File: src/rtl/core/atss_pkg.sv
// Shared types, constants and helper functions for the actuator test sequencer.
`default_nettype none
package atss_pkg;

    localparam int unsigned CODE_W     = 8;
    localparam int unsigned TICK_W     = 8;
    localparam int unsigned SP_W       = 16;
    localparam int unsigned PHASE_W    = 3;
    localparam int unsigned CHG_W      = 2;
    localparam int unsigned NUM_DELAYS = 5;
    localparam int unsigned CFG_ADDR_W = 3;
    localparam int unsigned CFG_DATA_W = 16;

    localparam logic [CODE_W-1:0] TEST_CODE      = 8'd1;
    localparam logic [TICK_W-1:0] END_HOLD_TICKS = 8'd10;
    localparam logic [TICK_W-1:0] SAT_TICKS      = 8'd250;
    localparam logic [SP_W-1:0]   SAT_SETPOINT   = 16'd32768;

    localparam logic [TICK_W-1:0] HOLD_LOAD =
        (END_HOLD_TICKS > SAT_TICKS) ? SAT_TICKS : END_HOLD_TICKS;

    // configuration register indexes
    localparam logic [CFG_ADDR_W-1:0] REG_DELAY_ONE   = 3'd0;
    localparam logic [CFG_ADDR_W-1:0] REG_DELAY_TWO   = 3'd1;
    localparam logic [CFG_ADDR_W-1:0] REG_DELAY_THREE = 3'd2;
    localparam logic [CFG_ADDR_W-1:0] REG_DELAY_FOUR  = 3'd3;
    localparam logic [CFG_ADDR_W-1:0] REG_DELAY_FIVE  = 3'd4;
    localparam logic [CFG_ADDR_W-1:0] REG_SP_LOW      = 3'd5;
    localparam logic [CFG_ADDR_W-1:0] REG_SP_MID      = 3'd6;
    localparam logic [CFG_ADDR_W-1:0] REG_SP_HIGH     = 3'd7;

    // external phase codes
    localparam logic [PHASE_W-1:0] PH_IDLE  = 3'd0;
    localparam logic [PHASE_W-1:0] PH_ONE   = 3'd1;
    localparam logic [PHASE_W-1:0] PH_TWO   = 3'd2;
    localparam logic [PHASE_W-1:0] PH_THREE = 3'd3;
    localparam logic [PHASE_W-1:0] PH_FOUR  = 3'd4;
    localparam logic [PHASE_W-1:0] PH_FIVE  = 3'd5;
    localparam logic [PHASE_W-1:0] PH_HOLD  = 3'd6;

    localparam logic [CHG_W-1:0] CHG_FIRST  = 2'd0;
    localparam logic [CHG_W-1:0] CHG_SECOND = 2'd1;
    localparam logic [CHG_W-1:0] CHG_THIRD  = 2'd2;

    typedef enum logic [6:0] {
        ST_IDLE  = 7'b0000001,
        ST_ONE   = 7'b0000010,
        ST_TWO   = 7'b0000100,
        ST_THREE = 7'b0001000,
        ST_FOUR  = 7'b0010000,
        ST_FIVE  = 7'b0100000,
        ST_HOLD  = 7'b1000000
    } state_t;

    typedef struct packed {
        logic [NUM_DELAYS-1:0][TICK_W-1:0] delay;
        logic [SP_W-1:0]                   sp_low;
        logic [SP_W-1:0]                   sp_mid;
        logic [SP_W-1:0]                   sp_high;
    } cfg_t;

    // result item, last field in the lowest bits
    typedef struct packed {
        logic [TICK_W-1:0]  hold_left;
        logic [TICK_W-1:0]  delay_left;
        logic [CHG_W-1:0]   change_count;
        logic [TICK_W-1:0]  phase_duration;
        logic               complete;
        logic               in_progress;
        logic [SP_W-1:0]    setpoint;
        logic [PHASE_W-1:0] phase;
    } result_t;

    localparam int unsigned RESULT_W = $bits(result_t);
    localparam int unsigned M_DATA_W = ((RESULT_W + 7) / 8) * 8;
    localparam int unsigned S_DATA_W = ((CODE_W + 1 + 7) / 8) * 8;

    function automatic logic [TICK_W-1:0] sat_ticks(input logic [TICK_W-1:0] v);
        return (v > SAT_TICKS) ? SAT_TICKS : v;
    endfunction

    function automatic logic [SP_W-1:0] sat_sp(input logic [SP_W-1:0] v);
        return (v > SAT_SETPOINT) ? SAT_SETPOINT : v;
    endfunction

    function automatic logic [PHASE_W-1:0] phase_code(input state_t s);
        logic [PHASE_W-1:0] c;
        unique case (s)
            ST_IDLE:  c = PH_IDLE;
            ST_ONE:   c = PH_ONE;
            ST_TWO:   c = PH_TWO;
            ST_THREE: c = PH_THREE;
            ST_FOUR:  c = PH_FOUR;
            ST_FIVE:  c = PH_FIVE;
            ST_HOLD:  c = PH_HOLD;
            default:  c = PH_IDLE;
        endcase
        return c;
    endfunction

endpackage
`default_nettype wire

File: src/rtl/core/atss_cfg.sv
// Configuration register file for phase delays and setpoints.
`default_nettype none
module atss_cfg (
    input  wire logic                               aclk,
    input  wire logic                               aresetn,
    input  wire logic                               cfg_we,
    input  wire logic [atss_pkg::CFG_ADDR_W-1:0]    cfg_addr,
    input  wire logic [atss_pkg::CFG_DATA_W-1:0]    cfg_wdata,
    output atss_pkg::cfg_t                          cfg
);
    import atss_pkg::*;

    cfg_t cfg_reg;
    cfg_t cfg_next;

    always_comb begin
        cfg_next = cfg_reg;
        if (cfg_we) begin
            unique case (cfg_addr)
                REG_DELAY_ONE:   cfg_next.delay[0] = cfg_wdata[TICK_W-1:0];
                REG_DELAY_TWO:   cfg_next.delay[1] = cfg_wdata[TICK_W-1:0];
                REG_DELAY_THREE: cfg_next.delay[2] = cfg_wdata[TICK_W-1:0];
                REG_DELAY_FOUR:  cfg_next.delay[3] = cfg_wdata[TICK_W-1:0];
                REG_DELAY_FIVE:  cfg_next.delay[4] = cfg_wdata[TICK_W-1:0];
                REG_SP_LOW:      cfg_next.sp_low   = cfg_wdata[SP_W-1:0];
                REG_SP_MID:      cfg_next.sp_mid   = cfg_wdata[SP_W-1:0];
                REG_SP_HIGH:     cfg_next.sp_high  = cfg_wdata[SP_W-1:0];
                default:         cfg_next = cfg_reg;
            endcase
        end
    end

    always_ff @(posedge aclk) begin
        if (!aresetn) begin
            cfg_reg <= '0;
        end else begin
            cfg_reg <= cfg_next;
        end
    end

    assign cfg = cfg_reg;

endmodule
`default_nettype wire

File: src/rtl/core/atss_seq.sv
// Test phase sequencer: state, counters and per-tick next-state logic.
`default_nettype none
module atss_seq (
    input  wire logic                           aclk,
    input  wire logic                           aresetn,
    input  wire logic                           step,
    input  wire logic [atss_pkg::CODE_W-1:0]    test_code,
    input  wire logic                           service_enable,
    input  atss_pkg::cfg_t                      cfg,
    output atss_pkg::result_t                   res_next
);
    import atss_pkg::*;

    state_t              state_reg,    state_next;
    logic [TICK_W-1:0]   delay_reg,    delay_next;
    logic [TICK_W-1:0]   dur_reg,      dur_next;
    logic [TICK_W-1:0]   hold_reg,     hold_next;
    logic [SP_W-1:0]     sp_reg,       sp_next;
    logic                prog_reg,     prog_next;
    logic                cmpl_reg,     cmpl_next;
    logic [CHG_W-1:0]    chg_reg,      chg_next;

    logic ena;
    logic delay_done;
    logic [TICK_W-1:0] dur_inc;

    assign ena        = (test_code == TEST_CODE) && service_enable;
    assign delay_done = (delay_reg <= 8'd1);
    assign dur_inc    = (dur_reg < SAT_TICKS) ? dur_reg + 8'd1 : dur_reg;

    always_comb begin
        state_next = state_reg;
        delay_next = delay_reg;
        dur_next   = dur_reg;
        hold_next  = hold_reg;
        sp_next    = sp_reg;
        prog_next  = prog_reg;
        cmpl_next  = cmpl_reg;
        chg_next   = chg_reg;
        unique case (state_reg)
            ST_IDLE: begin
                if (ena) begin
                    state_next = ST_ONE;
                    prog_next  = 1'b1;
                    cmpl_next  = 1'b0;
                    delay_next = sat_ticks(cfg.delay[0]);
                    sp_next    = sat_sp(cfg.sp_low);
                    dur_next   = '0;
                    chg_next   = CHG_FIRST;
                end
            end
            ST_ONE: begin
                if (!ena) begin
                    state_next = ST_IDLE;
                    prog_next  = 1'b0;
                    cmpl_next  = 1'b0;
                end else if (delay_done) begin
                    state_next = ST_TWO;
                    delay_next = sat_ticks(cfg.delay[1]);
                    sp_next    = sat_sp(cfg.sp_mid);
                    dur_next   = '0;
                    chg_next   = CHG_SECOND;
                end else begin
                    delay_next = delay_reg - 8'd1;
                    dur_next   = '0;
                end
            end
            ST_TWO: begin
                if (!ena) begin
                    state_next = ST_IDLE;
                    prog_next  = 1'b0;
                    cmpl_next  = 1'b0;
                end else if (delay_done) begin
                    state_next = ST_THREE;
                    delay_next = sat_ticks(cfg.delay[2]);
                    sp_next    = sat_sp(cfg.sp_high);
                    dur_next   = '0;
                    chg_next   = CHG_SECOND;
                end else begin
                    delay_next = delay_reg - 8'd1;
                    dur_next   = dur_inc;
                end
            end
            ST_THREE: begin
                if (!ena) begin
                    state_next = ST_IDLE;
                    prog_next  = 1'b0;
                    cmpl_next  = 1'b0;
                end else if (delay_done) begin
                    state_next = ST_FOUR;
                    delay_next = sat_ticks(cfg.delay[3]);
                    sp_next    = sat_sp(cfg.sp_mid);
                    dur_next   = '0;
                    chg_next   = CHG_THIRD;
                end else begin
                    delay_next = delay_reg - 8'd1;
                    dur_next   = dur_inc;
                end
            end
            ST_FOUR: begin
                if (!ena) begin
                    state_next = ST_IDLE;
                    prog_next  = 1'b0;
                    cmpl_next  = 1'b0;
                end else if (delay_done) begin
                    state_next = ST_FIVE;
                    delay_next = sat_ticks(cfg.delay[4]);
                    sp_next    = sat_sp(cfg.sp_low);
                    dur_next   = '0;
                    chg_next   = CHG_THIRD;
                end else begin
                    delay_next = delay_reg - 8'd1;
                    dur_next   = dur_inc;
                end
            end
            ST_FIVE: begin
                if (!ena) begin
                    state_next = ST_IDLE;
                    prog_next  = 1'b0;
                    cmpl_next  = 1'b0;
                end else if (delay_done) begin
                    state_next = ST_HOLD;
                    hold_next  = HOLD_LOAD;
                    prog_next  = 1'b0;
                    cmpl_next  = 1'b1;
                    dur_next   = '0;
                    chg_next   = CHG_FIRST;
                end else begin
                    delay_next = delay_reg - 8'd1;
                    dur_next   = dur_inc;
                end
            end
            ST_HOLD: begin
                if (hold_reg <= 8'd1) begin
                    state_next = ST_IDLE;
                    prog_next  = 1'b0;
                    cmpl_next  = 1'b0;
                end else begin
                    hold_next = hold_reg - 8'd1;
                end
            end
            default: begin
                state_next = ST_IDLE;
                prog_next  = 1'b0;
                cmpl_next  = 1'b0;
            end
        endcase
    end

    always_ff @(posedge aclk) begin
        if (!aresetn) begin
            state_reg <= ST_IDLE;
            delay_reg <= '0;
            dur_reg   <= '0;
            hold_reg  <= '0;
            sp_reg    <= '0;
            prog_reg  <= 1'b0;
            cmpl_reg  <= 1'b0;
            chg_reg   <= '0;
        end else if (step) begin
            state_reg <= state_next;
            delay_reg <= delay_next;
            dur_reg   <= dur_next;
            hold_reg  <= hold_next;
            sp_reg    <= sp_next;
            prog_reg  <= prog_next;
            cmpl_reg  <= cmpl_next;
            chg_reg   <= chg_next;
        end
    end

    assign res_next.phase          = phase_code(state_next);
    assign res_next.setpoint       = sp_next;
    assign res_next.in_progress    = prog_next;
    assign res_next.complete       = cmpl_next;
    assign res_next.phase_duration = dur_next;
    assign res_next.change_count   = chg_next;
    assign res_next.delay_left     = delay_next;
    assign res_next.hold_left      = hold_next;

    a_flags_exclusive: assert property (@(posedge aclk) disable iff (!aresetn)
        !(prog_reg && cmpl_reg))
        else $error("in_progress and complete both set");

    a_progress_matches_state: assert property (@(posedge aclk) disable iff (!aresetn)
        prog_reg == (state_reg == ST_ONE || state_reg == ST_TWO || state_reg == ST_THREE
                     || state_reg == ST_FOUR || state_reg == ST_FIVE))
        else $error("in_progress flag disagrees with phase");

    a_complete_matches_hold: assert property (@(posedge aclk) disable iff (!aresetn)
        cmpl_reg == (state_reg == ST_HOLD))
        else $error("complete flag disagrees with end hold");

    a_counters_saturated: assert property (@(posedge aclk) disable iff (!aresetn)
        dur_reg <= SAT_TICKS && delay_reg <= SAT_TICKS && hold_reg <= SAT_TICKS)
        else $error("counter exceeds saturation limit");

    a_idle_step_holds_counters: assert property (@(posedge aclk) disable iff (!aresetn)
        step && state_reg == ST_IDLE && !ena |=> $stable(delay_reg) && $stable(sp_reg))
        else $error("idle tick changed counters");

endmodule
`default_nettype wire

File: src/rtl/core/atss_out.sv
// Result register stage with valid/ready handshake toward the sink.
`default_nettype none
module atss_out (
    input  wire logic                         aclk,
    input  wire logic                         aresetn,
    input  wire logic                         load,
    input  atss_pkg::result_t                 res_in,
    output logic                              room,
    output logic                              m_tvalid,
    input  wire logic                         m_tready,
    output logic [atss_pkg::M_DATA_W-1:0]     m_tdata
);
    import atss_pkg::*;

    logic    valid_reg, valid_next;
    result_t data_reg;

    assign room = !valid_reg || m_tready;

    always_comb begin
        valid_next = valid_reg;
        if (load) begin
            valid_next = 1'b1;
        end else if (m_tready) begin
            valid_next = 1'b0;
        end
    end

    always_ff @(posedge aclk) begin
        if (!aresetn) begin
            valid_reg <= 1'b0;
        end else begin
            valid_reg <= valid_next;
        end
    end

    always_ff @(posedge aclk) begin
        if (load) begin
            data_reg <= res_in;
        end
    end

    assign m_tvalid = valid_reg;
    assign m_tdata  = {{(M_DATA_W-RESULT_W){1'b0}}, data_reg};

endmodule
`default_nettype wire

File: src/rtl/core/actuator_test_setpoint_sequencer_unit.sv
// Actuator test setpoint sequencer: input register, sequencer and result register.
//
// One input transfer is one tick: s_tdata carries the test code and the
// service enable. Each accepted tick produces exactly one result transfer on
// the m_ side that shows the sequence state after that tick: phase, setpoint,
// progress and completion flags, and the phase/delay/hold counters.
// Phase delays and setpoints are set via the cfg_we/cfg_addr/cfg_wdata write port,
// one register per write, by the user only while no tick is in flight (unchecked).
// A tick passes through the input register and then the result register before
// its result is valid. Throughput is one tick per cycle while the sink keeps up;
// the state update is a few compares and 8-bit counters between the two
// registers.
// When the sink stalls, the result register holds its transfer and the input
// register keeps one more tick, after which s_tready drops until the sink
// takes the result.
// Reset (aresetn low, synchronous) clears the sequence to idle, zeroes all
// counters, the setpoint and every configuration register, and empties both
// register stages.
`default_nettype none
module actuator_test_setpoint_sequencer_unit (
    input  wire logic                           aclk,
    input  wire logic                           aresetn,
    // s_tdata: [7:0] test_code, [8] service_enable
    input  wire logic                           s_tvalid,
    output logic                                s_tready,
    input  wire logic [atss_pkg::S_DATA_W-1:0]  s_tdata,
    // m_tdata: [2:0] phase, [18:3] setpoint, [19] in_progress, [20] complete,
    //          [28:21] phase_duration, [30:29] change_count,
    //          [38:31] delay_left, [46:39] hold_left
    output logic                                m_tvalid,
    input  wire logic                           m_tready,
    output logic [atss_pkg::M_DATA_W-1:0]       m_tdata,
    input  wire logic                           cfg_we,
    input  wire logic [atss_pkg::CFG_ADDR_W-1:0] cfg_addr,
    input  wire logic [atss_pkg::CFG_DATA_W-1:0] cfg_wdata
);
    import atss_pkg::*;

    logic              in_valid_reg, in_valid_next;
    logic [CODE_W-1:0] in_code_reg;
    logic              in_en_reg;
    logic              room;
    logic              advance;
    cfg_t              cfg;
    result_t           res_next;

    assign advance  = in_valid_reg && room;
    assign s_tready = !in_valid_reg || room;

    always_comb begin
        in_valid_next = in_valid_reg;
        if (s_tvalid && s_tready) begin
            in_valid_next = 1'b1;
        end else if (advance) begin
            in_valid_next = 1'b0;
        end
    end

    always_ff @(posedge aclk) begin
        if (!aresetn) begin
            in_valid_reg <= 1'b0;
        end else begin
            in_valid_reg <= in_valid_next;
        end
    end

    always_ff @(posedge aclk) begin
        if (s_tvalid && s_tready) begin
            in_code_reg <= s_tdata[CODE_W-1:0];
            in_en_reg   <= s_tdata[CODE_W];
        end
    end

    atss_cfg u_cfg (
        .aclk      (aclk),
        .aresetn   (aresetn),
        .cfg_we    (cfg_we),
        .cfg_addr  (cfg_addr),
        .cfg_wdata (cfg_wdata),
        .cfg       (cfg)
    );

    atss_seq u_seq (
        .aclk           (aclk),
        .aresetn        (aresetn),
        .step           (advance),
        .test_code      (in_code_reg),
        .service_enable (in_en_reg),
        .cfg            (cfg),
        .res_next       (res_next)
    );

    atss_out u_out (
        .aclk     (aclk),
        .aresetn  (aresetn),
        .load     (advance),
        .res_in   (res_next),
        .room     (room),
        .m_tvalid (m_tvalid),
        .m_tready (m_tready),
        .m_tdata  (m_tdata)
    );

endmodule
`default_nettype wire

File: config.mk
export PLATFORM = sky130hd
export DESIGN_NAME = actuator_test_setpoint_sequencer_unit
export DESIGN_NICKNAME = d
export VERILOG_FILES = /design/src/rtl/core/atss_pkg.sv /design/src/rtl/core/atss_cfg.sv /design/src/rtl/core/atss_seq.sv /design/src/rtl/core/atss_out.sv /design/src/rtl/core/actuator_test_setpoint_sequencer_unit.sv
export SDC_FILE = /design/constraint.sdc
export NUM_CORES = 1
export LEC_CHECK = 0
export BUFFER_PORTS_ARGS = -buffer_cell sky130_fd_sc_hd__buf_2
export CAP_MARGIN = 10
export CELL_PAD_IN_SITES_DETAIL_PLACEMENT = 0
export CELL_PAD_IN_SITES_GLOBAL_PLACEMENT = 1
export CORE_MARGIN = 2
export CORE_UTILIZATION = 41
export DETAILED_ROUTE_END_ITERATION = 10
export GPL_ROUTABILITY_DRIVEN = 0
export PLACE_DENSITY = 0.74
export SLEW_MARGIN = 10
export SYNTH_ARGS = -nofsm -noshare
export SYNTH_HDL_FRONTEND = slang
export SYNTH_SLANG_ARGS = --single-unit
File: constraint.sdc
create_clock -name aclk -period 3.05 [get_ports aclk]
set_clock_uncertainty 0.1 [all_clocks]
set_input_delay 0.61 -clock aclk [delete_from_list [all_inputs] [get_ports aclk]]
set_output_delay 0.61 -clock aclk [all_outputs]
set_load 0.01 [all_outputs]
# Word level (Yosys, flattened, before mapping)
# Cells that the tools add are included.
[op_classes] mux=75 magnitude_cmp=11 n_addsub=3 reduce_logical=24 n_eq_ne=21
[ops] operator="8-bit two-way mux" n=23
[ops] operator="16-bit two-way mux" n=10
[ops] operator="7-bit two-way mux" n=12
[ops] operator="16-bit case mux with 4 select lines" n=1
[ops] operator="7-bit case mux with 7 select lines" n=1
[ops] operator="16-bit > comparator (second input constant)" n=3
[ops] operator="8-bit case mux with 6 select lines" n=1
[ops] operator="8-bit > comparator (second input constant)" n=5
[ops] operator="8-bit case mux with 2 select lines" n=2
[ops] operator="3-bit case mux with 6 select lines" n=1
[ops] operator="8-bit by 1-bit less-or-equal comparator with 1-bit output (second input constant)" n=2
[ops] operator="2-bit AND reduction" n=8
[ops] operator="8-bit by 1-bit subtractor with 8-bit output (second input constant)" n=2
[ops] operator="7-bit by 2-bit == test with 1-bit output (second input constant)" n=2
[ops] operator="7-bit by 3-bit == test with 1-bit output (second input constant)" n=2
[ops] operator="7-bit by 4-bit == test with 1-bit output (second input constant)" n=2
[ops] operator="7-bit by 5-bit == test with 1-bit output (second input constant)" n=2
[ops] operator="7-bit by 6-bit == test with 1-bit output (second input constant)" n=2
[ops] operator="7-bit == test (second input constant)" n=2
[ops] operator="1-bit two-way mux" n=14
[ops] operator="2-bit two-way mux" n=7
[ops] operator="3-bit == test (second input constant)" n=4
[ops] operator="8-bit by 1-bit adder with 8-bit output (second input constant)" n=1
[ops] operator="8-bit by 1-bit == test with 1-bit output (second input constant)" n=1
[ops] operator="13 further kinds" n=24
[word_totals] word_cells=162 output_inout_bits=50 in_bits=40 regBits=197

# Longest topological paths before layout
[logic_depth] word_depth=6 ltp_mapped=10

# By module
# A second synthesis with hierarchy kept.
[hier_totals] cells_unflattened=994 area_unflattened_um2=9456.6
[by_module_without_submodules] module="atss_seq" instances=1 seq_area_each_um2=1021.0 cells_each=616 area_per_inst_um2=4425.5
[by_module_without_submodules] module="atss_cfg" instances=1 seq_area_each_um2=1761.7 cells_each=310 area_per_inst_um2=3224.3
[by_module_without_submodules] module="atss_out" instances=1 seq_area_each_um2=1431.4 cells_each=53 area_per_inst_um2=1471.4
[by_module_without_submodules] module="actuator_test_setpoint_sequencer_unit" instances=1 seq_area_each_um2=290.3 cells_each=15 area_per_inst_um2=335.3

# Least setup slack after synthesis
# No wires, ideal clock.
[synth_path] kind="input-to-reg" from="input m_tready" to="register u_out.data_reg, in the netlist u_out.m_tdata[0] (enable)" arrival_time_ns=2.764 setup_ns=0.430 path_slack_ns=-0.243 path_stages=5 path_cell_list="nor2b_1 -> nand2b_1 -> inv_1 -> clkbuf_1 -> clkbuf_1"
[synth_via] elab_chain_len=2
[synth_rtl] element="start: declaration" line="actuator_test_setpoint_sequencer_unit.sv:31" rtl="input wire logic m_tready,"
[synth_rtl] element="1-bit logical OR" line="atss_out.sv:18" rtl="assign room = !valid_reg || m_tready;"
[synth_rtl] element="1-bit logical AND" line="actuator_test_setpoint_sequencer_unit.sv:47" rtl="assign advance = in_valid_reg && room;"
[synth_rtl] element="named net advance" line="actuator_test_setpoint_sequencer_unit.sv:43" rtl="logic advance;"
[synth_rtl] element="end signal: assignment" line="atss_out.sv:39" rtl="data_reg <= res_in;"
[synth_rtl] element="end: declaration" line="atss_out.sv:16" rtl="result_t data_reg;"
# The timed path passes the listed nets, and every way through them passes these cells.
# A chain may end at the register's enable or synchronous reset.

==> impl_metrics.toml <==
[timing]
slew_headroom_pct = 47.97
setup_tns_ps = 0
period_needed_ps = 2865
rsz0062_at_grt = "false"
period_share_pct = 93.94
setup_viol = 0
timing.fmax_mhz = 349.0
setup_slack_ps = 184.8
worst_pin_slew_ps = 778.3
holdWs_ps = 245.4
hold_viol_final = 0
maxSlewViolCount = 0

[critical_path]
critical_path_depth = 9
reg2reg_depth = 9
crit_path_top_delay_cell = "a222oi_1"
end_kind = "flop"
crit_type = "reg2reg"
crit_path_cell_trace = "inv_1 -> ha_1 -> o21bai_1 -> nor3_4 -> buf_4 -> nand2_1 -> nor3_1 -> a222oi_1 -> a21bo_2"
critical_path_arrival_ps = 2970
crit_buf_inv = 2
slowest_delay_ps = 490
cpLargestDelayFamily = "compound AO/OA/AOI/OAI gates"
worstSetupStartpointType = "flop"
crit_path_max_fanout = 8
crit_required_ps = 3150

[route]
route.detailed.drc = 0
ant_nets = 0
post_drt_wl_per_cell_um = 17.73
drt-pass1-iter-count = 5
vias = 8469
vias_per_cell = 5.557
wirelength_um = 27020
drtIter0Drc = 561

[worst_hold_path]
min_path_type = "in2reg"
hold_depth = 1

[grt]
grt_pass1_wl_um = 42830
top_usage_layer = "met2"
globalRoute.totalOverflow = 0
met3_usage_pct = 3.504
antenna_found_initial = 0
grtUsageMet1_pct = 32.71
grtUsageTotal_pct = 22.05
grt_max_degree = 72
grt_use_met2_pct = 33.48
grt_pass1_vias = 7842

[final_layout]
stdcell_area_mm2 = 0.01127
utilization_pct = 48.14
nets = 1237
antenna_cells = 0
final_layout_size_suffix_gt1_share_pct = 16.35
area_growth_pct = 15.94
layout.cells.non_filler = 1524
largest_reg_flops = 88

[pwr]
p_int_mw = 4.037
total_power_mw = 5.523
p_leak_nw = 4.088
p_seq_share_pct = 50.8
power_switching_mw = 1.486
switching_share_pct = 26.91
powerDensity_mw_per_mm2 = 490.2
comb_power_share_pct = 8.0
peakVddDrop_mv = 0.2769
power_frac_clock_pct = 41.2

[placement]
dpl.cell_count = 1492
place_ws_ps = 153.7
port_buffers = 81
place_area_mm2 = 0.01065
place_hpwl_um = 19340

[clock_network]
cts_tree = "yes"
clkSinkCount = 197
root_buffer = "clkbuf_16"
cts_buffers = 17
clk_latency_ps = 440
clkTransAtPathRegs_ps = 80
postCtsSetupBuffers = 0
clock_path_buffers = 2
htreeDepth = 4

[die]
io_pins = 90
start_util_pct = 41.53
die_y_um = 158.0
num_rows = 56
dieArea_mm2 = 0.02495
fp.dieW_um = 158.0
core_area_mm2 = 0.02340

[run_status]
outcome = "finished, final reports clean"

[logic_synthesis]
async_flop_share_pct = 0
synth_flop_cell = "dfxtp_1"
synth.distinct_cells = 84
synth.avg_cell_area_um2 = 8.739
netlist_area_mm2 = 0.009718
ys_warn_count = 0
ys_ff_latch = 197
yosys.area.top_type = "dfxtp_1"
synth_edf_count = 56
yosysSeqAreaShare_pct = 46.35
synth_area_leaders = "dfxtp_1, edfxtp_1, nand2_1, a21boi_0, o21ai_0"
yosys.area.top_type_share_pct = 29.05
syn_nets = 1157
synthCells = 1112

[run]
cap_violations = 0
[worst register-to-register path: stages, from the launching register on]
cell	delay, ps
dfxtp_1	390
inv_1	90
ha_1	240
o21bai_1	380
nor3_4	120
buf_4	170
nand2_1	210
nor3_1	160
a222oi_1	490
a21bo_2	280
[cells in the mapped netlist, types with 5 or more instances]
cell type	count
xor2_1	5
clkbuf_2	8
a221o_1	8
buf_2	8
nor3_1	23
nand4_1	9
and3_1	15
a21boi_0	97
o211ai_1	13
and2_1	20
nor2_1	42
a31oi_1	15
o211a_1	6
clkbuf_1	54
o21a_1	7
or3_1	9
nand2b_1	8
a21oi_1	36
a22o_1	15
nor2b_1	11
nand3_1	31
ha_1	5
o21ai_0	63
nor4_1	14
o31ai_1	5
a22oi_1	7
a221oi_1	7
a21o_1	12
inv_1	16
dfxtp_1	141
nand2_1	245
edfxtp_1	56
o22ai_1	10
[power by group through the flow]
stage / Sequential (mW) / Combinational (mW) / Clock [mW]
after CTS: 2.80 / 0.445 / 2.32
after global routing: 2.81 / 0.493 / 2.42
final: 2.80 / 0.444 / 2.27
after detailed placement: 2.87 / 0.443 / 0
after global placement: 2.86 / 0.441 / 0
after floorplan: 2.87 / 0.262 / 0
[metal layers]
metal  vias up  part of all wire, %
met5         -                    0
met4         0                 0.99
met3        15                  5.7
met2       240                   44
met1      4001                   50
li1       4213                    -
[cell families after synthesis]
group,after synthesis,share of synthesized area (%)
XOR/XNOR,8,0.7210
flip-flops,197,46.35
other,1,0.03859
multiplexers,2,0.2189
buffers and inverters,92,3.953
AND/OR/NAND/NOR,458,22.42
AO/OA/AOI/OAI,349,25.66
adder cells (fa/ha/maj),5,0.6437
[placed cells by master, fill, tap and decap left out, types with 23 or more instances in the layout]
| master | instances |
|---|---|
| o21ai_0 | 63 |
| nor2_1 | 42 |
| nor3_1 | 23 |
| a21boi_0 | 97 |
| edfxtp_1 | 56 |
| nand2_1 | 245 |
| buf_2 | 80 |
| a21oi_1 | 36 |
| nand3_1 | 31 |
| buf_4 | 55 |
| dfxtp_1 | 141 |
[final cells by class]
cell class,count,area [um2]
timing repair buffer,137,853.3
multi-input combinational,823,4843
sequential,197,4504
clock inverter,15,181.4
tap,319,399.1
inverter,16,60.06
fill,2381,12140
clock buffer,17,425.4
[path summary, 6_finish.rpt]
kind	startpoint	endpoint	slack [ps]
worst max register to register	u_seq.delay_reg[1]$_SDFFE_PN0P_	u_out.m_tdata[12]$_DFFE_PP_	180
worst max-delay path	u_seq.delay_reg[1]$_SDFFE_PN0P_	u_out.m_tdata[12]$_DFFE_PP_	180
worst min register to register	u_cfg.cfg[47]$_SDFFE_PN0P_	u_cfg.cfg[47]$_SDFFE_PN0P_	370
worst min-delay path	s_tdata[2]	in_code_reg[2]$_DFFE_PP_	250
[repair_timing]
item | CTS | global route
endpoints found under the setup margin | 0 | 14
hold buffers | 0 | 0
gates resized for setup | 0 | 2
hold endpoints to repair | 0 | 0
No activity file was read; power rests on OpenSTA's default activity.
